--- src/design/lattice_translation_permutation_macros.svh ---
// Assertion macros shared by the lattice translation permutation RTL.
// Every macro samples on clk and is disabled while rst_n is low.
`ifndef LATTICE_TRANSLATION_PERMUTATION_MACROS_SVH
`define LATTICE_TRANSLATION_PERMUTATION_MACROS_SVH

// Consequent must hold in the same cycle as the antecedent.
`define LTP_ASSERT_SAME(label, ante, cons, msg) \
    label: assert property (@(posedge clk) disable iff (!rst_n) (ante) |-> (cons)) \
        else $error(msg);

// Consequent must hold in the cycle after the antecedent.
`define LTP_ASSERT_NEXT(label, ante, cons, msg) \
    label: assert property (@(posedge clk) disable iff (!rst_n) (ante) |=> (cons)) \
        else $error(msg);

`endif

--- src/design/ltp_pkg.sv ---
// Shared types and constants for the lattice translation permutation block.
// No dependencies; imported by every module of the block.
package ltp_pkg;

    localparam int TRANS_W = 12;   // translation_index
    localparam int ATOM_W  = 18;   // source_atom, permuted_atom
    localparam int RAD_W   = 5;    // radix registers
    localparam int NA_W    = 7;    // atoms_per_cell register
    localparam int PLANE_W = 10;   // radix_second * radix_third
    localparam int CELLS_W = 15;   // cells in the supercell
    localparam int TOTAL_W = 22;   // cells * atoms_per_cell
    localparam int ADDR_W  = 4;
    localparam int DATA_W  = 32;

    typedef enum logic [1:0] {
        REG_RADIX_FIRST  = 2'd0,
        REG_RADIX_SECOND = 2'd1,
        REG_RADIX_THIRD  = 2'd2,
        REG_ATOMS        = 2'd3
    } reg_idx_t;

    // Clamped configuration plus the derived sizes, ready for the datapath.
    typedef struct packed {
        logic [RAD_W-1:0]   r1;
        logic [RAD_W-1:0]   r2;
        logic [RAD_W-1:0]   r3;
        logic [NA_W-1:0]    na;
        logic [PLANE_W-1:0] plane;
        logic [CELLS_W-1:0] cells;
        logic [TOTAL_W-1:0] total;
        logic               busy;
    } cfg_t;

    // Zero reads as one, anything above top saturates to top.
    function automatic logic [NA_W-1:0] clamp_cfg(input logic [NA_W-1:0] v, input int top);
        logic [NA_W-1:0] res;
        res = v;
        if (v == '0) begin
            res = NA_W'(1);
        end else if (int'(v) > top) begin
            res = NA_W'(top);
        end
        return res;
    endfunction

endpackage

--- src/design/ltp_cfg.sv ---
// Register file of the block: APB-style write/read of the four size registers,
// clamping, and the registered chain that forms plane, cell and atom counts. Uses ltp_pkg.
module ltp_cfg #(
    parameter int MAX_RADIX          = 16,
    parameter int MAX_ATOMS_PER_CELL = 64
) (
    input  logic                        clk,
    input  logic                        rst_n,
    input  logic                        psel,
    input  logic                        penable,
    input  logic                        pwrite,
    input  logic [ltp_pkg::ADDR_W-1:0]  paddr,
    input  logic [ltp_pkg::DATA_W-1:0]  pwdata,
    output logic [ltp_pkg::DATA_W-1:0]  prdata,
    output ltp_pkg::cfg_t               cfg
);
    import ltp_pkg::*;

    // write -> clamp -> plane -> cells -> total
    localparam logic [2:0] SETTLE = 3'd4;

    logic [RAD_W-1:0]   radix_first_reg;
    logic [RAD_W-1:0]   radix_second_reg;
    logic [RAD_W-1:0]   radix_third_reg;
    logic [NA_W-1:0]    atoms_reg;
    logic [RAD_W-1:0]   r1_reg, r2_reg, r3_reg;
    logic [NA_W-1:0]    na_reg;
    logic [RAD_W-1:0]   r1_next, r2_next, r3_next;
    logic [NA_W-1:0]    na_next;
    logic [PLANE_W-1:0] plane_reg, plane_next;
    logic [CELLS_W-1:0] cells_reg, cells_next;
    logic [TOTAL_W-1:0] total_reg, total_next;
    logic [2:0]         settle_reg, settle_next;
    logic               wr_en;
    reg_idx_t           idx;

    assign wr_en = psel && penable && pwrite;
    assign idx   = reg_idx_t'(paddr[3:2]);

    always_ff @(posedge clk or negedge rst_n)
    begin
        if (!rst_n)
        begin
            radix_first_reg  <= RAD_W'(1);
            radix_second_reg <= RAD_W'(1);
            radix_third_reg  <= RAD_W'(1);
            atoms_reg        <= NA_W'(1);
        end
        else if (wr_en)
        begin
            unique case (idx)
                REG_RADIX_FIRST:  radix_first_reg  <= pwdata[RAD_W-1:0];
                REG_RADIX_SECOND: radix_second_reg <= pwdata[RAD_W-1:0];
                REG_RADIX_THIRD:  radix_third_reg  <= pwdata[RAD_W-1:0];
                REG_ATOMS:        atoms_reg        <= pwdata[NA_W-1:0];
                default:          ;
            endcase
        end
    end

    always_comb
    begin
        unique case (idx)
            REG_RADIX_FIRST:  prdata = DATA_W'(radix_first_reg);
            REG_RADIX_SECOND: prdata = DATA_W'(radix_second_reg);
            REG_RADIX_THIRD:  prdata = DATA_W'(radix_third_reg);
            REG_ATOMS:        prdata = DATA_W'(atoms_reg);
            default:          prdata = '0;
        endcase
    end

    always_comb
    begin
        r1_next     = RAD_W'(clamp_cfg(NA_W'(radix_first_reg), MAX_RADIX));
        r2_next     = RAD_W'(clamp_cfg(NA_W'(radix_second_reg), MAX_RADIX));
        r3_next     = RAD_W'(clamp_cfg(NA_W'(radix_third_reg), MAX_RADIX));
        na_next     = clamp_cfg(atoms_reg, MAX_ATOMS_PER_CELL);
        plane_next  = PLANE_W'(r2_reg) * PLANE_W'(r3_reg);
        cells_next  = CELLS_W'(r1_reg) * CELLS_W'(plane_reg);
        total_next  = TOTAL_W'(cells_reg) * TOTAL_W'(na_reg);
        settle_next = wr_en ? SETTLE : ((settle_reg != '0) ? settle_reg - 3'd1 : settle_reg);
    end

    always_ff @(posedge clk or negedge rst_n)
    begin
        if (!rst_n)
        begin
            r1_reg     <= RAD_W'(1);
            r2_reg     <= RAD_W'(1);
            r3_reg     <= RAD_W'(1);
            na_reg     <= NA_W'(1);
            plane_reg  <= PLANE_W'(1);
            cells_reg  <= CELLS_W'(1);
            total_reg  <= TOTAL_W'(1);
            settle_reg <= '0;
        end
        else
        begin
            r1_reg     <= r1_next;
            r2_reg     <= r2_next;
            r3_reg     <= r3_next;
            na_reg     <= na_next;
            plane_reg  <= plane_next;
            cells_reg  <= cells_next;
            total_reg  <= total_next;
            settle_reg <= settle_next;
        end
    end

    assign cfg.r1    = r1_reg;
    assign cfg.r2    = r2_reg;
    assign cfg.r3    = r3_reg;
    assign cfg.na    = na_reg;
    assign cfg.plane = plane_reg;
    assign cfg.cells = cells_reg;
    assign cfg.total = total_reg;
    assign cfg.busy  = (settle_reg != '0);

endmodule

--- src/design/ltp_divpipe.sv ---
// Pipelined restoring divider: one quotient bit per stage, LANES numerators
// over one shared divisor, with a side payload. Uses ltp_pkg and the macros header.
`include "lattice_translation_permutation_macros.svh"

module ltp_divpipe #(
    parameter int LANES = 1,
    parameter int NUM_W = 18,
    parameter int DEN_W = 15,
    parameter int Q_W   = 6,
    parameter int PAY_W = 13
) (
    input  logic                         clk,
    input  logic                         rst_n,
    input  logic                         in_valid,
    output logic                         in_stall,
    input  logic [LANES-1:0][NUM_W-1:0]  in_num,
    input  logic [PAY_W-1:0]             in_pay,
    input  logic [DEN_W-1:0]             den,
    output logic                         out_valid,
    input  logic                         out_stall,
    output logic [LANES-1:0][Q_W-1:0]    out_quo,
    output logic [LANES-1:0][DEN_W-1:0]  out_rem,
    output logic [PAY_W-1:0]             out_pay
);
    import ltp_pkg::*;

    localparam int W = (NUM_W > DEN_W + Q_W) ? NUM_W : DEN_W + Q_W;
    localparam logic [Q_W-1:0] TOP_BIT  = Q_W'(1) << (Q_W - 1);
    localparam logic [Q_W-1:0] LOW_MASK = ~TOP_BIT;

    logic [Q_W-1:0]                vld_reg;
    logic [LANES-1:0][W-1:0]       rem_reg [Q_W];
    logic [LANES-1:0][Q_W-1:0]     quo_reg [Q_W];
    logic [PAY_W-1:0]              pay_reg [Q_W];
    logic [Q_W:0]                  ld;

    assign ld[Q_W] = !out_stall;

    for (genvar k = 0; k < Q_W; k++)
    begin : g_step
        localparam int SH = Q_W - 1 - k;
        localparam logic [Q_W-1:0] QBIT = Q_W'(1) << SH;

        logic [LANES-1:0][W-1:0]   rem_src;
        logic [LANES-1:0][Q_W-1:0] quo_src;
        logic [PAY_W-1:0]          pay_src;
        logic                      vld_src;
        logic [LANES-1:0][W-1:0]   rem_next;
        logic [LANES-1:0][Q_W-1:0] quo_next;
        logic [W-1:0]              trial;

        if (k == 0)
        begin : g_first
            always_comb
            begin
                for (int l = 0; l < LANES; l++)
                begin
                    rem_src[l] = W'(in_num[l]);
                    quo_src[l] = '0;
                end
            end
            assign pay_src = in_pay;
            assign vld_src = in_valid;
        end
        else
        begin : g_rest
            assign rem_src = rem_reg[k-1];
            assign quo_src = quo_reg[k-1];
            assign pay_src = pay_reg[k-1];
            assign vld_src = vld_reg[k-1];
        end

        // a stage may load when empty or when its item moves on
        assign ld[k] = !vld_reg[k] || ld[k+1];
        assign trial = W'(den) << SH;

        always_comb
        begin
            for (int l = 0; l < LANES; l++)
            begin
                if (rem_src[l] >= trial)
                begin
                    rem_next[l] = rem_src[l] - trial;
                    quo_next[l] = quo_src[l] | QBIT;
                end
                else
                begin
                    rem_next[l] = rem_src[l];
                    quo_next[l] = quo_src[l];
                end
            end
        end

        always_ff @(posedge clk or negedge rst_n)
        begin
            if (!rst_n)
            begin
                vld_reg[k] <= 1'b0;
            end
            else if (ld[k])
            begin
                vld_reg[k] <= vld_src;
            end
        end

        always_ff @(posedge clk)
        begin
            if (ld[k] && vld_src)
            begin
                rem_reg[k] <= rem_next;
                quo_reg[k] <= quo_next;
                pay_reg[k] <= pay_src;
            end
        end
    end

    assign in_stall  = !ld[0];
    assign out_valid = vld_reg[Q_W-1];
    assign out_pay   = pay_reg[Q_W-1];

    always_comb
    begin
        for (int l = 0; l < LANES; l++)
        begin
            out_quo[l] = quo_reg[Q_W-1][l];
            out_rem[l] = rem_reg[Q_W-1][l][DEN_W-1:0];
        end
    end

    // input only backs up once every stage is occupied
    `LTP_ASSERT_SAME(a_div_full_on_stall, in_stall, &vld_reg, "divider stalled with a free stage")
    // items in flight change only by requests taken in and handed out
    `LTP_ASSERT_SAME(a_div_count, $past(rst_n),
        $countones(vld_reg) == $past($countones(vld_reg)) + $past(in_valid && !in_stall)
            - $past(out_valid && !out_stall),
        "divider lost or duplicated a request")
    // the first stage decides only the top quotient bit
    `LTP_ASSERT_SAME(a_div_first_bit, vld_reg[0], (quo_reg[0][0] & LOW_MASK) == '0,
        "first divider stage set a low quotient bit")

endmodule

--- src/design/ltp_pack.sv ---
// Back end: digit-wise modular add, scaling by the place values, and the final
// sum with the sublattice offset into the output register. Uses ltp_pkg.
module ltp_pack #(
    parameter int DIG_W = 4,
    parameter int SUB_W = 6
) (
    input  logic                            clk,
    input  logic                            rst_n,
    input  logic                            in_valid,
    output logic                            in_stall,
    input  logic [2:0][DIG_W-1:0]           c_dig,
    input  logic [2:0][DIG_W-1:0]           t_dig,
    input  logic [SUB_W-1:0]                sub,
    input  logic                            err,
    input  ltp_pkg::cfg_t                   cfg,
    output logic                            out_valid,
    input  logic                            out_stall,
    output logic [ltp_pkg::ATOM_W-1:0]      permuted_atom,
    output logic                            range_error
);
    import ltp_pkg::*;

    localparam int AW    = ((DIG_W > RAD_W) ? DIG_W : RAD_W) + 1;
    localparam int M1_W  = DIG_W + PLANE_W;
    localparam int M2_W  = DIG_W + RAD_W;
    localparam int M3_W  = SUB_W + CELLS_W;
    localparam int SUM_W = ((M1_W > M3_W) ? M1_W : M3_W) + 2;

    logic [2:0][RAD_W-1:0] radix;

    // stage 1: modular digit sums
    logic                   v1_reg;
    logic [2:0][DIG_W-1:0]  dig_reg, dig_next;
    logic [SUB_W-1:0]       sub1_reg;
    logic                   err1_reg;
    // stage 2: place-value products
    logic                   v2_reg;
    logic [M1_W-1:0]        m1_reg, m1_next;
    logic [M2_W-1:0]        m2_reg, m2_next;
    logic [M3_W-1:0]        m3_reg, m3_next;
    logic [DIG_W-1:0]       d3_reg;
    logic                   err2_reg;
    // stage 3: output register
    logic                   v3_reg;
    logic [ATOM_W-1:0]      res_reg, res_next;
    logic                   err3_reg;
    logic [SUM_W-1:0]       sum;
    logic                   ld1, ld2, ld3;

    assign radix[0] = cfg.r1;
    assign radix[1] = cfg.r2;
    assign radix[2] = cfg.r3;

    assign ld3      = !v3_reg || !out_stall;
    assign ld2      = !v2_reg || ld3;
    assign ld1      = !v1_reg || ld2;
    assign in_stall = !ld1;

    always_comb
    begin
        logic [AW-1:0] s;
        for (int i = 0; i < 3; i++)
        begin
            s = AW'(c_dig[i]) + AW'(t_dig[i]);
            if (s >= AW'(radix[i]))
            begin
                s = s - AW'(radix[i]);
            end
            dig_next[i] = DIG_W'(s);
        end
    end

    always_comb
    begin
        m1_next  = M1_W'(dig_reg[0]) * M1_W'(cfg.plane);
        m2_next  = M2_W'(dig_reg[1]) * M2_W'(cfg.r3);
        m3_next  = M3_W'(sub1_reg) * M3_W'(cfg.cells);
        sum      = SUM_W'(m1_reg) + SUM_W'(m2_reg) + SUM_W'(m3_reg) + SUM_W'(d3_reg);
        res_next = err2_reg ? '0 : sum[ATOM_W-1:0];
    end

    always_ff @(posedge clk or negedge rst_n)
    begin
        if (!rst_n)
        begin
            v1_reg <= 1'b0;
            v2_reg <= 1'b0;
            v3_reg <= 1'b0;
        end
        else
        begin
            if (ld1)
            begin
                v1_reg <= in_valid;
            end
            if (ld2)
            begin
                v2_reg <= v1_reg;
            end
            if (ld3)
            begin
                v3_reg <= v2_reg;
            end
        end
    end

    always_ff @(posedge clk)
    begin
        if (ld1 && in_valid)
        begin
            dig_reg  <= dig_next;
            sub1_reg <= sub;
            err1_reg <= err;
        end
        if (ld2 && v1_reg)
        begin
            m1_reg   <= m1_next;
            m2_reg   <= m2_next;
            m3_reg   <= m3_next;
            d3_reg   <= dig_reg[2];
            err2_reg <= err1_reg;
        end
        if (ld3 && v2_reg)
        begin
            res_reg  <= res_next;
            err3_reg <= err2_reg;
        end
    end

    assign out_valid     = v3_reg;
    assign permuted_atom = res_reg;
    assign range_error   = err3_reg;

endmodule

--- src/design/lattice_translation_permutation.sv ---
// Lattice translation permutation entry: one request in and one result out per
// cycle unless result_stall or a settle window holds the flow. In order: an entry
// stage with the range check, a restoring divider that splits the atom index into
// sublattice and cell (one quotient bit per stage), two dividers that peel off the
// axis-one and axis-two digits of the cell and of the translation in parallel,
// then modular add, scaling and final sum. The pipeline collapses bubbles, so a
// request is taken whenever any stage ahead can move. After every register write
// the request side stalls while the plane, cell and atom counts are recomputed.
// Depends on ltp_pkg, ltp_cfg, ltp_divpipe, ltp_pack and the macros header.
`include "lattice_translation_permutation_macros.svh"

module lattice_translation_permutation #(
    parameter int MAX_RADIX          = 16,
    parameter int MAX_ATOMS_PER_CELL = 64
) (
    input  logic                         clk,
    input  logic                         rst_n,
    input  logic                         psel,
    input  logic                         penable,
    input  logic                         pwrite,
    input  logic [ltp_pkg::ADDR_W-1:0]   paddr,
    input  logic [ltp_pkg::DATA_W-1:0]   pwdata,
    output logic [ltp_pkg::DATA_W-1:0]   prdata,
    output logic                         pready,
    input  logic                         item_valid,
    output logic                         item_stall,
    input  logic [ltp_pkg::TRANS_W-1:0]  translation_index,
    input  logic [ltp_pkg::ATOM_W-1:0]   source_atom,
    output logic                         result_valid,
    input  logic                         result_stall,
    output logic [ltp_pkg::ATOM_W-1:0]   permuted_atom,
    output logic                         range_error
);
    import ltp_pkg::*;

    localparam int DIG_W  = $clog2(MAX_RADIX);
    localparam int SUB_W  = (MAX_ATOMS_PER_CELL > 1) ? $clog2(MAX_ATOMS_PER_CELL) : 1;
    localparam int PAY1_W = TRANS_W + 1;
    localparam int PAY2_W = SUB_W + 1;
    localparam int PAY3_W = SUB_W + 1 + 2 * DIG_W;

    cfg_t cfg_s;

    // entry stage
    logic                ent_vld_reg;
    logic [TRANS_W-1:0]  t_reg;
    logic [ATOM_W-1:0]   a_reg;
    logic                err_reg, err_next;
    logic                ent_ld;

    // atom / cells
    logic                           d1_in_stall, d1_vld, d1_stall;
    logic [0:0][ATOM_W-1:0]         d1_num;
    logic [0:0][SUB_W-1:0]          d1_quo;
    logic [0:0][CELLS_W-1:0]        d1_rem;
    logic [PAY1_W-1:0]              d1_pay;
    // cell and translation / plane
    logic                           d2_vld, d2_stall;
    logic [1:0][CELLS_W-1:0]        d2_num;
    logic [1:0][DIG_W-1:0]          d2_quo;
    logic [1:0][PLANE_W-1:0]        d2_rem;
    logic [PAY2_W-1:0]              d2_pay;
    // remainders / radix_third
    logic                           d3_vld, d3_stall;
    logic [1:0][DIG_W-1:0]          d3_quo;
    logic [1:0][RAD_W-1:0]          d3_rem;
    logic [PAY3_W-1:0]              d3_pay;

    logic [2:0][DIG_W-1:0]          c_dig, t_dig;
    logic [SUB_W-1:0]               sub3;
    logic                           err3;

    assign pready = 1'b1;

    ltp_cfg #(
        .MAX_RADIX          (MAX_RADIX),
        .MAX_ATOMS_PER_CELL (MAX_ATOMS_PER_CELL)
    ) u_cfg (
        .clk     (clk),
        .rst_n   (rst_n),
        .psel    (psel),
        .penable (penable),
        .pwrite  (pwrite),
        .paddr   (paddr),
        .pwdata  (pwdata),
        .prdata  (prdata),
        .cfg     (cfg_s)
    );

    assign ent_ld     = !ent_vld_reg || !d1_in_stall;
    assign item_stall = cfg_s.busy || !ent_ld;
    assign err_next   = (CELLS_W'(translation_index) >= cfg_s.cells)
                        || (TOTAL_W'(source_atom) >= cfg_s.total);

    always_ff @(posedge clk or negedge rst_n)
    begin
        if (!rst_n)
        begin
            ent_vld_reg <= 1'b0;
        end
        else if (ent_ld)
        begin
            ent_vld_reg <= item_valid && !cfg_s.busy;
        end
    end

    always_ff @(posedge clk)
    begin
        if (item_valid && !item_stall)
        begin
            t_reg   <= translation_index;
            a_reg   <= source_atom;
            err_reg <= err_next;
        end
    end

    assign d1_num[0] = a_reg;

    ltp_divpipe #(
        .LANES (1),
        .NUM_W (ATOM_W),
        .DEN_W (CELLS_W),
        .Q_W   (SUB_W),
        .PAY_W (PAY1_W)
    ) u_div_sub (
        .clk       (clk),
        .rst_n     (rst_n),
        .in_valid  (ent_vld_reg),
        .in_stall  (d1_in_stall),
        .in_num    (d1_num),
        .in_pay    ({t_reg, err_reg}),
        .den       (cfg_s.cells),
        .out_valid (d1_vld),
        .out_stall (d1_stall),
        .out_quo   (d1_quo),
        .out_rem   (d1_rem),
        .out_pay   (d1_pay)
    );

    // lane 1 carries the cell index, lane 0 the translation
    assign d2_num[1] = d1_rem[0];
    assign d2_num[0] = CELLS_W'(d1_pay[PAY1_W-1:1]);

    ltp_divpipe #(
        .LANES (2),
        .NUM_W (CELLS_W),
        .DEN_W (PLANE_W),
        .Q_W   (DIG_W),
        .PAY_W (PAY2_W)
    ) u_div_plane (
        .clk       (clk),
        .rst_n     (rst_n),
        .in_valid  (d1_vld),
        .in_stall  (d1_stall),
        .in_num    (d2_num),
        .in_pay    ({d1_quo[0], d1_pay[0]}),
        .den       (cfg_s.plane),
        .out_valid (d2_vld),
        .out_stall (d2_stall),
        .out_quo   (d2_quo),
        .out_rem   (d2_rem),
        .out_pay   (d2_pay)
    );

    ltp_divpipe #(
        .LANES (2),
        .NUM_W (PLANE_W),
        .DEN_W (RAD_W),
        .Q_W   (DIG_W),
        .PAY_W (PAY3_W)
    ) u_div_row (
        .clk       (clk),
        .rst_n     (rst_n),
        .in_valid  (d2_vld),
        .in_stall  (d2_stall),
        .in_num    (d2_rem),
        .in_pay    ({d2_pay, d2_quo[1], d2_quo[0]}),
        .den       (cfg_s.r3),
        .out_valid (d3_vld),
        .out_stall (d3_stall),
        .out_quo   (d3_quo),
        .out_rem   (d3_rem),
        .out_pay   (d3_pay)
    );

    assign sub3     = d3_pay[PAY3_W-1:2*DIG_W+1];
    assign err3     = d3_pay[2*DIG_W];
    assign c_dig[0] = d3_pay[2*DIG_W-1:DIG_W];
    assign t_dig[0] = d3_pay[DIG_W-1:0];
    assign c_dig[1] = d3_quo[1];
    assign t_dig[1] = d3_quo[0];
    assign c_dig[2] = DIG_W'(d3_rem[1]);
    assign t_dig[2] = DIG_W'(d3_rem[0]);

    ltp_pack #(
        .DIG_W (DIG_W),
        .SUB_W (SUB_W)
    ) u_pack (
        .clk           (clk),
        .rst_n         (rst_n),
        .in_valid      (d3_vld),
        .in_stall      (d3_stall),
        .c_dig         (c_dig),
        .t_dig         (t_dig),
        .sub           (sub3),
        .err           (err3),
        .cfg           (cfg_s),
        .out_valid     (result_valid),
        .out_stall     (result_stall),
        .permuted_atom (permuted_atom),
        .range_error   (range_error)
    );

    // no request is taken while the derived sizes are settling
    `LTP_ASSERT_SAME(a_busy_holds_input, cfg_s.busy, item_stall,
        "request taken while configuration settles")
    // a register write always opens a settle window
    `LTP_ASSERT_NEXT(a_write_settles, psel && penable && pwrite, cfg_s.busy,
        "register write did not start a settle window")
    // flagged results carry a zero index
    `LTP_ASSERT_SAME(a_error_zero, result_valid && range_error, permuted_atom == '0,
        "range error with a nonzero index")

endmodule
--- config.mk ---
export PLATFORM = sky130hd
export DESIGN_NAME = lattice_translation_permutation
export DESIGN_NICKNAME = d
export VERILOG_FILES = /design/src/design/ltp_pkg.sv /design/src/design/ltp_cfg.sv /design/src/design/ltp_divpipe.sv /design/src/design/ltp_pack.sv /design/src/design/lattice_translation_permutation.sv
export VERILOG_INCLUDE_DIRS = /design/src /design/src/design
export SDC_FILE = /design/constraint.sdc
export NUM_CORES = 2
export LEC_CHECK = 0
export BUFFER_PORTS_ARGS = -buffer_cell sky130_fd_sc_hd__buf_2
export CAP_MARGIN = 20
export CORE_UTILIZATION = 30
export CTS_CLUSTER_DIAMETER = 100
export CTS_CLUSTER_SIZE = 20
export DETAILED_ROUTE_END_ITERATION = 10
export HOLD_SLACK_MARGIN = 0.08
export PLACE_DENSITY = 0.45
export REMOVE_ABC_BUFFERS = 1
export SLEW_MARGIN = 20
export SYNTH_ARGS = -nofsm -noshare
export SYNTH_HDL_FRONTEND = slang
export SYNTH_SLANG_ARGS = --single-unit
--- constraint.sdc ---
create_clock -name clk -period 14.05 [get_ports clk]
set_input_delay 1.405 -clock clk [delete_from_list [all_inputs] [get_ports clk]]
set_output_delay 1.405 -clock clk [all_outputs]
set_load 0.01 [all_outputs]
### After elaboration in Yosys (flattened, before gate mapping)

Memory sizes are Yosys's and may differ from the RTL's.
Cells that the tools add are included.

| storage, ports and cells | value |
|---|---|
| register bits | 227 |
| memory bits (writable) | 592 |
| output and inout bits | 54 |
| logic and storage cells | 286 |
| memories kept | 9 |

| operators by class | value |
|---|---|
| $add $sub $neg | 32 |
| multipliers | 6 |
| magnitude comparators | 31 |
| eq/ne operators | 3 |
| muxes and demuxes | 86 |
| reduce and logical (&&, ||, !) cells | 74 |

Memory list:

| memory | words | width | read ports | clocked after memory_dff | write ports | RTL line | source |
|---|---|---|---|---|---|---|---|
| u_div_sub.rem_reg | 6 | 21 | 6 | 0 | 6 | ltp_divpipe.sv:32 | `logic [LANES-1:0][W-1:0] rem_reg [Q_W];` |
| u_div_plane.rem_reg | 4 | 30 | 4 | 0 | 4 | ltp_divpipe.sv:32 |  |
| u_div_row.rem_reg | 4 | 20 | 4 | 0 | 4 | ltp_divpipe.sv:32 |  |
| u_div_sub.pay_reg | 6 | 13 | 6 | 0 | 6 | ltp_divpipe.sv:34 | `logic [PAY_W-1:0] pay_reg [Q_W];` |
| u_div_row.pay_reg | 4 | 15 | 4 | 0 | 4 | ltp_divpipe.sv:34 |  |
| u_div_sub.quo_reg | 6 | 6 | 6 | 0 | 6 | ltp_divpipe.sv:33 | `logic [LANES-1:0][Q_W-1:0] quo_reg [Q_W];` |
| +3 memories | -- | -- | -- | -- | -- | -- |  |

Operators with widths:

| cell | count |
|---|---|
| one-hot mux 32 bit (4 select lines) | 1 |
| two-way mux 21 bit | 6 |
| two-way mux 15 bit | 8 |
| two-way mux 10 bit | 8 |
| two-way mux 5 bit | 7 |
| two-way mux 1 bit | 33 |
| two-way mux 4 bit | 8 |
| greater-or-equal comparator 15 x 10 -> 1 bit | 2 |
| greater-or-equal comparator 15 x 11 -> 1 bit | 2 |
| greater-or-equal comparator 15 x 12 -> 1 bit | 2 |
| subtractor 15 x 10 -> 15 bit | 2 |
| subtractor 15 x 11 -> 15 bit | 2 |
| subtractor 15 x 12 -> 15 bit | 2 |
| greater-or-equal comparator 18 x 22 -> 1 bit | 1 |
| logical NOT 1 bit | 22 |
| multiplier 15 x 7 -> 22 bit | 1 |
| greater-or-equal comparator 21 x 15 -> 1 bit | 1 |
| greater-or-equal comparator 21 x 16 -> 1 bit | 1 |
| greater-or-equal comparator 21 x 17 -> 1 bit | 1 |
| greater-or-equal comparator 21 x 18 -> 1 bit | 1 |
| greater-or-equal comparator 21 x 19 -> 1 bit | 1 |
| logical AND 1 bit | 21 |
| two-way mux 3 bit | 7 |
| subtractor 18 x 20 -> 21 bit | 1 |
| 45 further kinds | 91 |

### Logic depth before layout (Yosys ltp)

| logic depth | value |
|---|---|
| depth after elaboration | 23 |
| mapped depth | 19 |
| gate-level depth less buffers | 18 |

### Cells and area by module

Synthesis repeated with hierarchy kept, for this count alone.

| unflattened totals | value |
|---|---|
| cell total of the unflattened synthesis | 4325 |
| area total of the unflattened synthesis | 49010.8 µm² |

Modules (own cells, without submodules):

| module | times used | cells each | area each (µm²) | seq. area each (µm²) |
|---|---|---|---|---|
| ltp_divpipe (u_div_sub) | 1 | 1095 | 12396.9 | 6726.5 |
| ltp_divpipe (u_div_plane) | 1 | 877 | 9917.0 | 4844.6 |
| ltp_pack | 1 | 854 | 9071.2 | 2597.5 |
| ltp_cfg | 1 | 852 | 8685.8 | 2366.0 |
| ltp_divpipe (u_div_row) | 1 | 507 | 7191.9 | 4604.4 |
| lattice_translation_permutation | 1 | 140 | 1747.9 | 955.9 |

### Worst setup path before layout

Ideal clock, no wire load.

| timing path | value |
|---|---|
| path kind | input to register |
| start | input result_stall |
| end | memory u_div_plane.pay_reg[1][0] in the netlist's numbering (enable) |
| data arrival time | 5.098 ns |
| data required time | 13.548 ns |
| slack | 8.450 ns |
| stages | 6 |
| path through | nand4_1 inv_1 and3_1 nand3_1 nor2_1 a21boi_0 |

RTL lines:

| item | RTL line | source |
|---|---|---|
| from (decl) | lattice_translation_permutation.sv:30 | `input logic result_stall,` |
| to (decl) | ltp_divpipe.sv:34 |  |

### Final worst setup path

| timing path | value |
|---|---|
| start | register u_cfg.cells_reg[3] |
| end | register u_cfg.total_reg[21] |

| on the way | value |
|---|---|
| word-level cells in the longest chain between the ends | 1 |

Ends and longest elaborated chain:

| item | RTL line | source |
|---|---|---|
| from (decl) | ltp_cfg.sv:31 | `logic [CELLS_W-1:0] cells_reg, cells_next;` |
| from (signal assigned) | ltp_cfg.sv:104 | `cells_reg <= cells_next;` |
| multiplier 15 x 7 -> 22 bit | ltp_cfg.sv:80 | `total_next = TOTAL_W'(cells_reg) * TOTAL_W'(na_reg);` |
| via u_cfg.total_next[21] | ltp_cfg.sv:32 | `logic [TOTAL_W-1:0] total_reg, total_next;` |
| to (signal assigned) | ltp_cfg.sv:105 | `total_reg <= total_next;` |
| to (decl) | ltp_cfg.sv:32 |  |

The timed path passes the listed nets, and every way through them passes these cells.
A chain may end at the register's enable or synchronous reset.

==> PnR_summary.wiki <==
{| class="wikitable"
! Metric !! Value
|-
| Levels on crit path || 16
|-
| CTS hold repair buffers || 0
|-
| Max Freq || 0.182 GHz
|-
| GR Layer Usage met1 || 18.4%
|-
| Number of buffers added for setup after CTS || 0
|-
| YS warnings || 0
|-
| Status || finished, final reports clean
|-
| Cells resized by post-CTS repair || 0
|-
| Post-Route WL || 105000 um
|-
| Clock transition at path regs || 0.08 ns
|-
| Clock net sink count || 751
|-
| Layout overhead on the synthesized area || 9.07%
|-
| Global-route layer with the greatest usage || met2
|-
| Core area || 157000 um^2
|-
| Final-report max-slew violation count || 0
|-
| Delay-heaviest family, CP || adder cells
|-
| Clock root cell || clkbuf_16
|-
| Sequential group share of total power || 37.2%
|-
| Total number of nets in the final design || 4844
|-
| Max_cap viols || 0
|-
| Hold-critical path depth || 0
|-
| Crit path required time || 14.56 ns
|-
| Worst-path cell chain || and2_1 -> fa_1 -> fa_1 -> fa_1 -> inv_1 -> fa_1 -> inv_1 -> ha_1 -> a2111oi_0 -> o21ai_1 -> nand3_1 -> a21oi_1 -> o41ai_2 -> o22ai_1 -> nor4_1 -> a311oi_1
|-
| Slew @ Worst Pin || 0.989 ns
|-
| Ys async rst share || 14.9%
|-
| Portion of synthesized cell area occupied by the leading cell type || 40.5%
|-
| Met2 layer usage reported by global route || 22.7%
|-
| DRC errors left || 0
|-
| Fraction of layout cells with a size suffix above 1 || 8.40%
|-
| DRT Pass-1 Iters || 5
|-
| Capturing element type of the critical path || flip-flop
|-
| Biggest area contributors in the synthesized netlist || edfxtp_1 (40%), ha_1 (11%), fa_1 (8.9%)
|-
| Number of buffers created by CTS || 46
|-
| Starting DRT DRC Count || 1344
|-
| Crit path buffers/inverters || 2
|-
| Critical path class || flip-flop to flip-flop
|-
| Filler Cells Inserted || 15700
|-
| RSZ-0062 raised after global routing || false
|-
| Max H-tree Level || 2
|-
| Vias in the first global route || 29600
|-
| Post-layout minimum cycle time || 5.50 ns
|-
| Antenna Violating Nets Remaining || 0
|-
| Largest voltage drop on the vdd net || 0.0959 mV
|-
| Relative slew margins || 34.1%
|-
| Synthesized area per cell || 11.7 um^2
|-
| Cell with the most instances on the worst path || fa_1
|-
| Max reg flops || 120
|-
| Std-Cell Rows || 145
|-
| Peak fanout along the critical path || 14
|-
| Switching power summed over all nets || 3.68 mW
|-
| Detailed-route via count || 28800
|-
| Global-route wire length before repair || 169000 um
|-
| Crit-path slowest cell || dfrtp_1
|-
| Number of enable-type register cells in the synthesized netlist || 639
|-
| Routability congestion estimate || 0.821
|-
| Finish-stage setup viols || 0
|-
| Largest stage delay on the critical path || 0.81 ns
|-
| Detail-routed via count per cell || 4.63
|-
| Max clock buf depth || 3
|-
| Proportion of power drawn by combinational gates || 47.6%
|-
| Internal power consumption || 5.77 mW
|-
| Static leakage || 21.1 nW
|-
| Met3 usage in global routing || 1.52%
|-
| Predominant post-synthesis flop cell || edfxtp_1
|-
| Floorplan die height || 400 um
|-
| Tcrit/Tclk final || 39.2%
|-
| Number of storage elements in the synthesis netlist || 751
|-
| Proportion of power drawn by the clock network || 15.2%
|-
| Residual overflow from global routing || 0
|-
| Class of the tightest hold or removal check || flip-flop to flip-flop
|-
| Combined area of all synthesized cells || 47400 um^2
|-
| Synthesized netlist cell count || 4053
|-
| Final hold vios || 0
|-
| Clock latency at the later pin of the worst-skew pair || 0.66 ns
|-
| Initial cell density of the core || 30.3%
|-
| Distinct cell type count of the synthesized netlist || 95
|-
| HPWL after detailed placement || 78800 um
|-
| Sequential cell area fraction in the yosys report || 46.4%
|-
| Utilization of the core after routing || 33.0%
|-
| Top cell type by total area after synthesis || edfxtp_1
|-
| Global routing usage summed across all routing layers || 13.5%
|-
| CTS tree || yes
|-
| Arrival time reported for the critical path endpoint || 6.01 ns
|-
| Proportion of total power due to net switching || 39.0%
|-
| Die Area || 160000 um^2
|-
| Number of top-level design ports || 127
|-
| Average routed wire per standard cell || 16.9 um
|-
| Total Negative Setup Slacks || 0 ns
|-
| Total power density per cell area || 183 nW/um^2
|-
| Count of buffers inserted at the top-level ports || 73
|-
| Final setup skew || 0.0363 ns
|-
| FF-to-FF path depth || 16
|-
| Die W || 400 um
|-
| Antenna violations before repair || 9
|-
| Maximum number of pins on one net before global-route repair || 65
|-
| Crit path launch type || flip-flop
|}
[stage by stage]
stage                     area, um^2  power (mW)  hold slack, ns  setup WS [ns]  std cells
after detailed placement       50300        8.10           0.405           8.59       6139
after global placement         50300        8.09           0.400           8.66       6138
after floorplan                47000        6.89           0.400           8.45       3976
final                          51700        9.46           0.398           8.55       6215
after CTS                      51700        9.62           0.398           8.52       6211
after global routing           51700        10.3           0.416           8.09       6212
[metal layers]
layer	wire (um)	vias to the layer above
met5	27	-
met4	2160	4
met3	3060	107
met2	49800	288
met1	50200	14000
li1	-	14400
[path summary, 6_finish.rpt]
| check | endpoint | from | slack, ns |
|---|---|---|---|
| max | u_cfg.total_reg[21] | u_cfg.cells_reg[3] | 8.55 |
| min | u_div_row.pay_reg[3][3] | u_div_row.pay_reg[2][3] | 0.40 |
| max reg2reg | u_cfg.total_reg[21] | u_cfg.cells_reg[3] | 8.55 |
| min reg2reg | u_div_row.pay_reg[3][3] | u_div_row.pay_reg[2][3] | 0.40 |
| max in group asynchronous | u_cfg.plane_reg[3] | rst_n | 12.19 |
| min in group asynchronous | u_cfg.total_reg[1] | rst_n | 0.75 |
[synthesized netlist by cell type, types with 7 or more instances]
library cell / count
nand4_1: 31
clkbuf_1: 61
and3_1: 13
nor4_1: 15
xor2_1: 101
a31oi_1: 22
mux2_2: 104
o21a_1: 36
or2_2: 9
nor3_1: 54
xnor2_1: 158
or4_1: 10
nand4b_1: 7
nor2b_1: 84
nand2_1: 355
o21ai_1: 9
a2111oi_0: 8
fa_1: 211
a31o_2: 8
a211o_1: 8
buf_4: 29
o21bai_1: 18
nand2b_1: 59
buf_2: 7
nor3b_1: 7
a21boi_0: 23
or3_1: 14
inv_1: 380
dfstp_2: 11
o211a_1: 9
a211oi_1: 14
o31ai_1: 21
ha_1: 431
dfrtp_1: 101
and2_1: 148
o21ai_0: 173
nand3_1: 34
nor2_1: 189
a21oi_1: 187
mux2i_1: 36
edfxtp_1: 639
o211ai_1: 11
a21o_1: 106
[logic make-up (layout without fill, tap and decap cells)]
group                    Yosys count  in the layout  synth area share (%)
adder cells (fa/ha/maj)          642            642                  20.3
flip-flops                       751            751                  46.4
buffers and inverters            483            559                  4.13
AO/OA/AOI/OAI                    712            712                  9.71
other                              2             30                0.0158
multiplexers                     152            152                  3.67
AND/OR/NAND/NOR                 1052           1052                  11.0
XOR/XNOR                         259            259                  4.78
[area by class of cell]
type	count	area, um^2	share of cell area [%]
antenna	4	10.0	0.0194
clock buffer	61	1270	2.46
clock inverter	11	116	0.225
inverter	382	1430	2.77
multi-input combinational	2843	23700	45.8
sequential	751	22000	42.5
tap	2058	2570	4.98
timing repair buffer	105	632	1.22
[power by group through the flow]
stage | Sequential [mW] | Clock [mW] | Combinational, mW
final | 3.52 | 1.44 | 4.50
after global placement | 3.58 | 0 | 4.51
after CTS | 3.53 | 1.52 | 4.57
after detailed placement | 3.58 | 0 | 4.52
after floorplan | 3.42 | 0 | 3.46
after global routing | 3.58 | 1.59 | 5.17
[cells in the final DEF, fill, tap and decap left out, types with 106 or more instances in the layout]
cell type  Yosys  layout
edfxtp_1     639     639
and2_1       148     144
o21ai_0      173     173
a21o_1       106     106
ha_1         431     431
xnor2_1      158     158
inv_1        380     380
nand2_1      355     355
fa_1         211     211
a21oi_1      187     187
nor2_1       189     188
(Power assumes the default switching activity.)
